[src/rtl/core/assert_macros.svh]
// Assertion macros for the button event detector RTL.
`ifndef ASSERT_MACROS_SVH
`define ASSERT_MACROS_SVH

// A condition that must hold at every clock edge outside reset.
`define BED_ASSERT_ALWAYS(lbl, cond, msg) \
  lbl: assert property (@(posedge clk) disable iff (rst) (cond)) else $error(msg);

// When the trigger holds, the check must hold at the next clock edge.
`define BED_ASSERT_NEXT(lbl, trig, check, msg) \
  lbl: assert property (@(posedge clk) disable iff (rst) (trig) |=> (check)) else $error(msg);

`endif

[src/rtl/core/bed_pkg.sv]
// Types and constants shared by the button event detector modules.
`timescale 1ns / 1ps

package bed_pkg;

  localparam int unsigned TickW   = 32;
  localparam int unsigned MaxEv   = 6;
  localparam int unsigned EvCntW  = $clog2(MaxEv + 1);
  localparam int unsigned CfgIdxW = 2;

  // Event codes as seen on the result port.
  typedef enum logic [3:0] {
    EV_PRESSED      = 4'd0,
    EV_CHANGED      = 4'd1,
    EV_PRESSING     = 4'd2,
    EV_LONG         = 4'd3,
    EV_REPEAT       = 4'd4,
    EV_DOUBLE       = 4'd5,
    EV_LONG_RELEASE = 4'd6,
    EV_SHORT        = 4'd7,
    EV_CLICK        = 4'd8,
    EV_RELEASED     = 4'd9
  } event_t;

  // Button tracking mode.
  typedef enum logic [1:0] {
    MODE_IDLE    = 2'd0,
    MODE_PRESSED = 2'd1,
    MODE_LONG    = 2'd2
  } mode_t;

  // Configuration register indexes.
  typedef enum logic [CfgIdxW-1:0] {
    REG_ENABLE = 2'd0,
    REG_LONG   = 2'd1,
    REG_REPEAT = 2'd2,
    REG_DOUBLE = 2'd3
  } cfg_reg_t;

  // Events produced by one poll, in order, plus how many are valid.
  typedef struct packed {
    logic [EvCntW-1:0]    count;
    event_t [MaxEv-1:0]   list;
  } ev_list_t;

endpackage

[src/rtl/core/bed_core.sv]
// Poll evaluation: configuration, button state and the per-poll event list.
`timescale 1ns / 1ps

module bed_core import bed_pkg::*; (
  input  logic               clk,
  input  logic               rst,
  input  logic               cfg_we,
  input  logic [CfgIdxW-1:0] cfg_index,
  input  logic [TickW-1:0]   cfg_data,
  input  logic               step,
  input  logic               pressed,
  input  logic [TickW-1:0]   now,
  output ev_list_t           evl
);

  logic             enable;
  logic [TickW-1:0] long_press_ticks;
  logic [TickW-1:0] repeat_ticks;
  logic [TickW-1:0] double_click_ticks;

  mode_t            button_mode, button_mode_next;
  logic             long_latched, long_latched_next;
  logic [TickW-1:0] press_time, press_time_next;
  logic [TickW-1:0] long_time, long_time_next;
  logic [TickW-1:0] release_time, release_time_next;

  logic             start;
  logic             active;
  logic             long_hit;
  logic             repeat_hit;
  logic             double_hit;
  logic             short_hit;
  logic [TickW-1:0] press_el;

  always_ff @(posedge clk) begin
    if (rst) begin
      enable             <= 1'b1;
      long_press_ticks   <= TickW'(1000);
      repeat_ticks       <= TickW'(100);
      double_click_ticks <= TickW'(300);
    end else if (cfg_we) begin
      unique case (cfg_reg_t'(cfg_index))
        REG_ENABLE: enable             <= cfg_data[0];
        REG_LONG:   long_press_ticks   <= cfg_data;
        REG_REPEAT: repeat_ticks       <= cfg_data;
        REG_DOUBLE: double_click_ticks <= cfg_data;
      endcase
    end
  end

  // A new press restarts the hold timer on this same poll.
  assign start      = enable && pressed && (button_mode == MODE_IDLE);
  assign active     = enable && (start || (button_mode != MODE_IDLE));
  assign press_el   = now - (start ? now : press_time);
  assign long_hit   = press_el >= long_press_ticks;
  assign repeat_hit = (now - long_time) >= repeat_ticks;
  assign double_hit = (now - release_time) < double_click_ticks;
  assign short_hit  = press_el < long_press_ticks;

  always_comb begin
    button_mode_next  = button_mode;
    long_latched_next = long_latched;
    press_time_next   = press_time;
    long_time_next    = long_time;
    release_time_next = release_time;
    if (start) begin
      button_mode_next = MODE_PRESSED;
      press_time_next  = now;
    end
    if (active) begin
      if (pressed) begin
        if (long_hit) begin
          button_mode_next = MODE_LONG;
          if (!long_latched) begin
            long_time_next    = now;
            long_latched_next = 1'b1;
          end else if (repeat_hit) begin
            long_time_next = now;
          end
        end
      end else begin
        button_mode_next  = MODE_IDLE;
        long_latched_next = 1'b0;
        release_time_next = now;
      end
    end
  end

  // Events are appended in the order they occur.
  always_comb begin
    evl = '0;
    if (start) begin
      evl.list[evl.count] = EV_PRESSED;
      evl.count           = evl.count + 1'b1;
      evl.list[evl.count] = EV_CHANGED;
      evl.count           = evl.count + 1'b1;
    end
    if (active) begin
      if (pressed) begin
        evl.list[evl.count] = EV_PRESSING;
        evl.count           = evl.count + 1'b1;
        if (long_hit && !long_latched) begin
          evl.list[evl.count] = EV_LONG;
          evl.count           = evl.count + 1'b1;
        end else if (long_hit && repeat_hit) begin
          evl.list[evl.count] = EV_REPEAT;
          evl.count           = evl.count + 1'b1;
        end
      end else begin
        if (double_hit) begin
          evl.list[evl.count] = EV_DOUBLE;
          evl.count           = evl.count + 1'b1;
        end
        if (long_latched) begin
          evl.list[evl.count] = EV_LONG_RELEASE;
          evl.count           = evl.count + 1'b1;
        end
        if (short_hit) begin
          evl.list[evl.count] = EV_SHORT;
          evl.count           = evl.count + 1'b1;
        end
        evl.list[evl.count] = EV_CLICK;
        evl.count           = evl.count + 1'b1;
        evl.list[evl.count] = EV_RELEASED;
        evl.count           = evl.count + 1'b1;
        evl.list[evl.count] = EV_CHANGED;
        evl.count           = evl.count + 1'b1;
      end
    end
  end

  always_ff @(posedge clk) begin
    if (rst) begin
      button_mode  <= MODE_IDLE;
      long_latched <= 1'b0;
      press_time   <= '0;
      long_time    <= '0;
      release_time <= '0;
    end else if (step) begin
      button_mode  <= button_mode_next;
      long_latched <= long_latched_next;
      press_time   <= press_time_next;
      long_time    <= long_time_next;
      release_time <= release_time_next;
    end
  end

endmodule

[src/rtl/core/bed_serial.sv]
// Result buffer that hands out one poll's events one per cycle while out_stall is low.
`timescale 1ns / 1ps
`include "assert_macros.svh"

module bed_serial import bed_pkg::*; (
  input  logic      clk,
  input  logic      rst,
  input  logic      load,
  input  ev_list_t  evl,
  output logic      free,
  output logic      out_valid,
  input  logic      out_stall,
  output event_t    event_res,
  output logic      last
);

  event_t [MaxEv-1:0] buf_list;
  logic [EvCntW-1:0]  buf_cnt;
  logic [EvCntW-1:0]  buf_idx;
  logic               take;

  assign out_valid = (buf_cnt != '0);
  assign event_res = buf_list[buf_idx];
  assign last      = out_valid && (buf_idx == buf_cnt - 1'b1);
  assign take      = out_valid && !out_stall;
  assign free      = !out_valid || (take && last);

  always_ff @(posedge clk) begin
    if (load) begin
      buf_list <= evl.list;
    end
  end

  always_ff @(posedge clk) begin
    if (rst) begin
      buf_cnt <= '0;
      buf_idx <= '0;
    end else if (load) begin
      buf_cnt <= evl.count;
      buf_idx <= '0;
    end else if (take) begin
      if (last) begin
        buf_cnt <= '0;
        buf_idx <= '0;
      end else begin
        buf_idx <= buf_idx + 1'b1;
      end
    end
  end

  `BED_ASSERT_ALWAYS(a_cnt_range, buf_cnt <= EvCntW'(MaxEv), "event count above maximum")
  `BED_ASSERT_ALWAYS(a_idx_range, !out_valid || (buf_idx < buf_cnt), "event index past count")
  `BED_ASSERT_NEXT(a_drain, take && last && !load, !out_valid, "buffer not empty after last event")

endmodule

[src/rtl/core/button_event_detector_unit.sv]
// Button event detector top level: poll register, evaluation and result buffer.
// Path: an accepted request waits in the poll register, then its events go to the result buffer.
// Throughput: one poll per cycle when out_stall is low and each poll yields at most one event.
// Rate limit: the single result buffer drains one event a cycle unless stalled; the next poll loads as it empties.
// Reset: synchronous active-high rst clears control and tracking state and restores register defaults.
`timescale 1ns / 1ps

module button_event_detector_unit import bed_pkg::*; (
  input  logic               clk,
  input  logic               rst,
  input  logic               cfg_we,
  input  logic [CfgIdxW-1:0] cfg_index,
  input  logic [TickW-1:0]   cfg_data,
  input  logic               in_valid,
  output logic               in_stall,
  input  logic               pressed,
  input  logic [TickW-1:0]   now,
  output logic               out_valid,
  input  logic               out_stall,
  output logic [3:0]         event_res,
  output logic               last
);

  // Poll register: holds one accepted request until the result buffer
  // can take its event list.
  logic             poll_valid;
  logic             poll_pressed;
  logic [TickW-1:0] poll_now;

  logic     free;
  logic     step;
  logic     accept;
  ev_list_t evl;
  event_t   ev_code;

  // The poll is evaluated and its state committed in the cycle it moves
  // into the result buffer; polls that yield no events move just the same.
  assign step     = poll_valid && free;
  assign in_stall = poll_valid && !free;
  assign accept   = in_valid && !in_stall;

  always_ff @(posedge clk) begin
    if (rst) begin
      poll_valid <= 1'b0;
    end else if (accept) begin
      poll_valid <= 1'b1;
    end else if (step) begin
      poll_valid <= 1'b0;
    end
  end

  always_ff @(posedge clk) begin
    if (accept) begin
      poll_pressed <= pressed;
      poll_now     <= now;
    end
  end

  bed_core u_core (
    .clk       (clk),
    .rst       (rst),
    .cfg_we    (cfg_we),
    .cfg_index (cfg_index),
    .cfg_data  (cfg_data),
    .step      (step),
    .pressed   (poll_pressed),
    .now       (poll_now),
    .evl       (evl)
  );

  // Result buffer; it reports free when empty or when its final event
  // is being taken, so a waiting poll loads without a bubble.
  bed_serial u_serial (
    .clk       (clk),
    .rst       (rst),
    .load      (step),
    .evl       (evl),
    .free      (free),
    .out_valid (out_valid),
    .out_stall (out_stall),
    .event_res (ev_code),
    .last      (last)
  );

  assign event_res = ev_code;

endmodule
[config.mk]
export PLATFORM = sky130hd
export DESIGN_NAME = button_event_detector_unit
export DESIGN_NICKNAME = d
export VERILOG_FILES = /design/src/rtl/core/bed_pkg.sv /design/src/rtl/core/bed_core.sv /design/src/rtl/core/bed_serial.sv /design/src/rtl/core/button_event_detector_unit.sv
export VERILOG_INCLUDE_DIRS = /design/src /design/src/rtl/core
export SDC_FILE = /design/constraint.sdc
export NUM_CORES = 1
export LEC_CHECK = 0
export ABC_AREA = 1
export BUFFER_PORTS_ARGS = -buffer_cell sky130_fd_sc_hd__buf_2
export CAP_MARGIN = 10
export CORE_MARGIN = 2
export CORE_UTILIZATION = 25
export DETAILED_ROUTE_END_ITERATION = 10
export GPL_TIMING_DRIVEN = 0
export PLACE_DENSITY = 0.48
export SLEW_MARGIN = 20
export SYNTH_ARGS = -nofsm -noshare
export SYNTH_HDL_FRONTEND = slang
export SYNTH_HIERARCHICAL = 1
export SYNTH_SLANG_ARGS = --single-unit
[constraint.sdc]
create_clock -name clk -period 9.1 [get_ports clk]
set_clock_uncertainty 0.2 [all_clocks]
set_input_delay 2.275 -clock clk [delete_from_list [all_inputs] [get_ports clk]]
set_output_delay 2.275 -clock clk [all_outputs]
set_load 0.02 [all_outputs]
==> out/qor.txt <==
Outcome: finished clean
LEAKAGE: 8.65 nW
Post-CTS setup buffers: 0
Maximum vdd drop: 0.0962 mV
Die height: 270 um
RSZ-0062 raised after global routing: no
Crit share post-route: 89.6%
Share of the synthesized area in the top cell type: 23.0%
CTS tree: done
Die ar.: 72800 um2
Maxcap violations: 0
Slew margin rel.: 34.6%
Global-route wire length before repair: 90200 um
Clk Latency, worst-skew pair: 560 ps
IO Pins: 79
Site Rows: 97
Syn Area/Cell: 7.44 um2
Number of hold buffers added after CTS: 0
Min Tclk post-route: 8150 ps
Max H-tree Level: 2
Synth Flop Type: dfxtp_1
Routed len/inst: 17.2 um
Slowest cell on the critical path: clkbuf_1
Gp weighted congestion: 0.893
CTS resizes: 0
Worst-margin pin slew: 981 ps
Crit start category: register
Largest cells by area after synthesis: dfxtp_1 (23%), ha_1 (14%), edfxtp_1 (9.7%), a21oi_1 (8.9%), nand2_1 (7.7%)
EDFF count, synth: 57
Diode count: 0
Clock Tree Buf Depth: 3
ANT nets after route: 0
Post-route DRC violation count: 0
Slew Limit Fails: 0
Pin count of the biggest net entering global routing: 34
Crit path max fanout: 12
Pwr Density: 251 nW/um2
Largest area contributor in the synthesized netlist: dfxtp_1
GRT Total Usage: 16.1%
Final setup TNS: 0 ps
Crit path largest cell delay: 630 ps
Ys async rst share: 0%
Critical path buffer and inverter count: 9
Most common cell on crit path: nand2_1
Hold crit path type: register to register
Routed WL: 59300 um
Die width: 270 um
Grt total ovfl: 0
Mapped cell area: 17700 um2
Delay-heaviest family, CP: buffers and inverters
Post-Syn Nets: 2648
Final Instance Area: 20400 um2
CTS Sinks: 260
Crit path DAT: 8390 ps
Flip-flop and latch count after synthesis: 260
Final Hold Violating Endpoints: 0
Layout cell share with drive strength beyond 1: 8.31%
Achievable frequency: 123 MHz
Initial Utilization: 25.2%
Crit end category: register
Unique masters post-synth: 55
Post-DP Area: 19200 um2
Share of the yosys chip area belonging to registers: 32.7%
Area Growth Syn to Fin: 15.6%
Detailed placement HPWL: 49100 um
Vias post-DR: 15.9k
Final setup fails: 0
Worst EP required: 9330 ps
Layout net count: 2765
Ys Warns: 6
Vias in the first global route: 15.6k
Initial antenna violation count: 2
IO buf count: 78
CTS Buf Count: 36
Setup Crit Path Kind: register to register
DR pass1 iterations: 5
R2R Setup Slk: 950 ps
Fin util: 29.1%
Root Buffer: clkbuf_16
1st-iter DRT viols: 1044
Vias per cell: 4.59
Post-Syn Instances: 2372
Worst-path clk slew: 60 ps
Core ar.: 70000 um2
## sequential cells by signal, indices dropped and copies added (netlist names)
register	flops
poll_pressed	1
u_core/long_time	32
poll_now	32
u_core/enable	1
u_core/press_time	32
u_core/long_latched	1
u_core/button_mode	2
u_core/double_click_ticks	32
poll_valid	1
u_serial/buf_idx	3
u_core/long_press_ticks	32
u_serial/buf_list	24
u_serial/buf_cnt	3
u_core/repeat_ticks	32
u_core/release_time	32
## placed cells by master, fill, tap and decap left out, types with 62 or more instances in the layout
| cell type | Yosys | layout |
|---|---|---|
| xor2_1 | 69 | 69 |
| nor2_1 | 169 | 169 |
| nand2_1 | 363 | 363 |
| buf_2 | 8 | 86 |
| a21oi_1 | 314 | 314 |
| ha_1 | 201 | 201 |
| nand3_1 | 66 | 66 |
| o21ai_0 | 240 | 240 |
| dfxtp_1 | 203 | 203 |
| clkbuf_1 | 54 | 62 |
| inv_1 | 337 | 336 |
## Yosys cell counts, types with 8 or more instances
cell type	number
nand3_1	66
xor2_1	69
o21a_1	11
ha_1	201
clkbuf_1	54
buf_2	8
xnor2_1	26
a211oi_1	20
nand4_1	22
nor2_1	169
mux2i_1	10
nand2_1	363
dfxtp_1	203
a31oi_1	16
o21ai_1	33
nor3_1	16
o21ai_0	240
a21oi_1	314
inv_1	337
o211ai_1	28
nand2_2	10
edfxtp_1	57
## tightest hold or removal path, delay by kind of cell, from the launching register on
kind                   cells  cell delay [ps]
AOI/OAI and AO/OA          1               60
buffers and inverters      1               60
DFF                        1              290
## logic make-up after synthesis
family                     synth area share [%]
AOI/OAI and AO/OA                          21.4
and+or+nand+nor                            16.6
buffers and inverters                      9.38
DFF                                        32.7
adders and majority gates                  14.6
xor gates and xnor gates                   4.71
muxes                                     0.567
## final timing paths
check	depth (start not counted)	end	from
worst min register to register	2	u_core/long_time[22]	u_core/long_time[22]
worst max register to register	38	u_serial/buf_list[18]	u_core/button_mode[0]
worst min-delay path	2	u_core/long_time[22]	u_core/long_time[22]
worst max-delay path	38	u_serial/buf_list[18]	u_core/button_mode[0]
## per-stage QoR
step / total power [W] / hold slack (ps) / setup slack [ps] / std cells
3_3_place_gp: 0.00373 / 246 / 832 / 3390
4_1_cts: 0.00516 / 262 / 818 / 3455
6_report: 0.00512 / 257 / 946 / 3455
2_1_floorplan: 0.00306 / 233 / 3220 / 2372
3_5_place_dp: 0.00373 / 252 / 843 / 3391
5_1_grt: 0.00554 / 275 / 150 / 3455
## final cells by class
type                            instances  area (um2)
Buffer                                 72         333
Fill cell                            7751       49600
Tap cell                              940        1180
Clock inverter                         10        62.6
Multi-Input combinational cell       1689       10200
Inverter                              351        1320
Sequential cell                       260        5780
Clock buffer                           54        1100
Timing Repair Buffer                   79         410
## report_power, final
part | switching, W | internal (W)
Combinational | 0.00158 | 0.000793
Clock | 0.000556 | 0.000839
Sequential | 0.0000590 | 0.00129
## per-layer routing
| layer | part of all wire, % | global-route usage [%] | vias up |
|---|---|---|---|
| met4 | 2.3 | 4.58 | 2 |
| met2 | 46 | 27.0 | 263 |
| met5 | 0.017 | 0 | - |
| met3 | 4.2 | 2.17 | 69 |
| li1 | - | - | 8222 |
| met1 | 47 | 21.5 | 7305 |
Power figures use the tool's default switching activity.
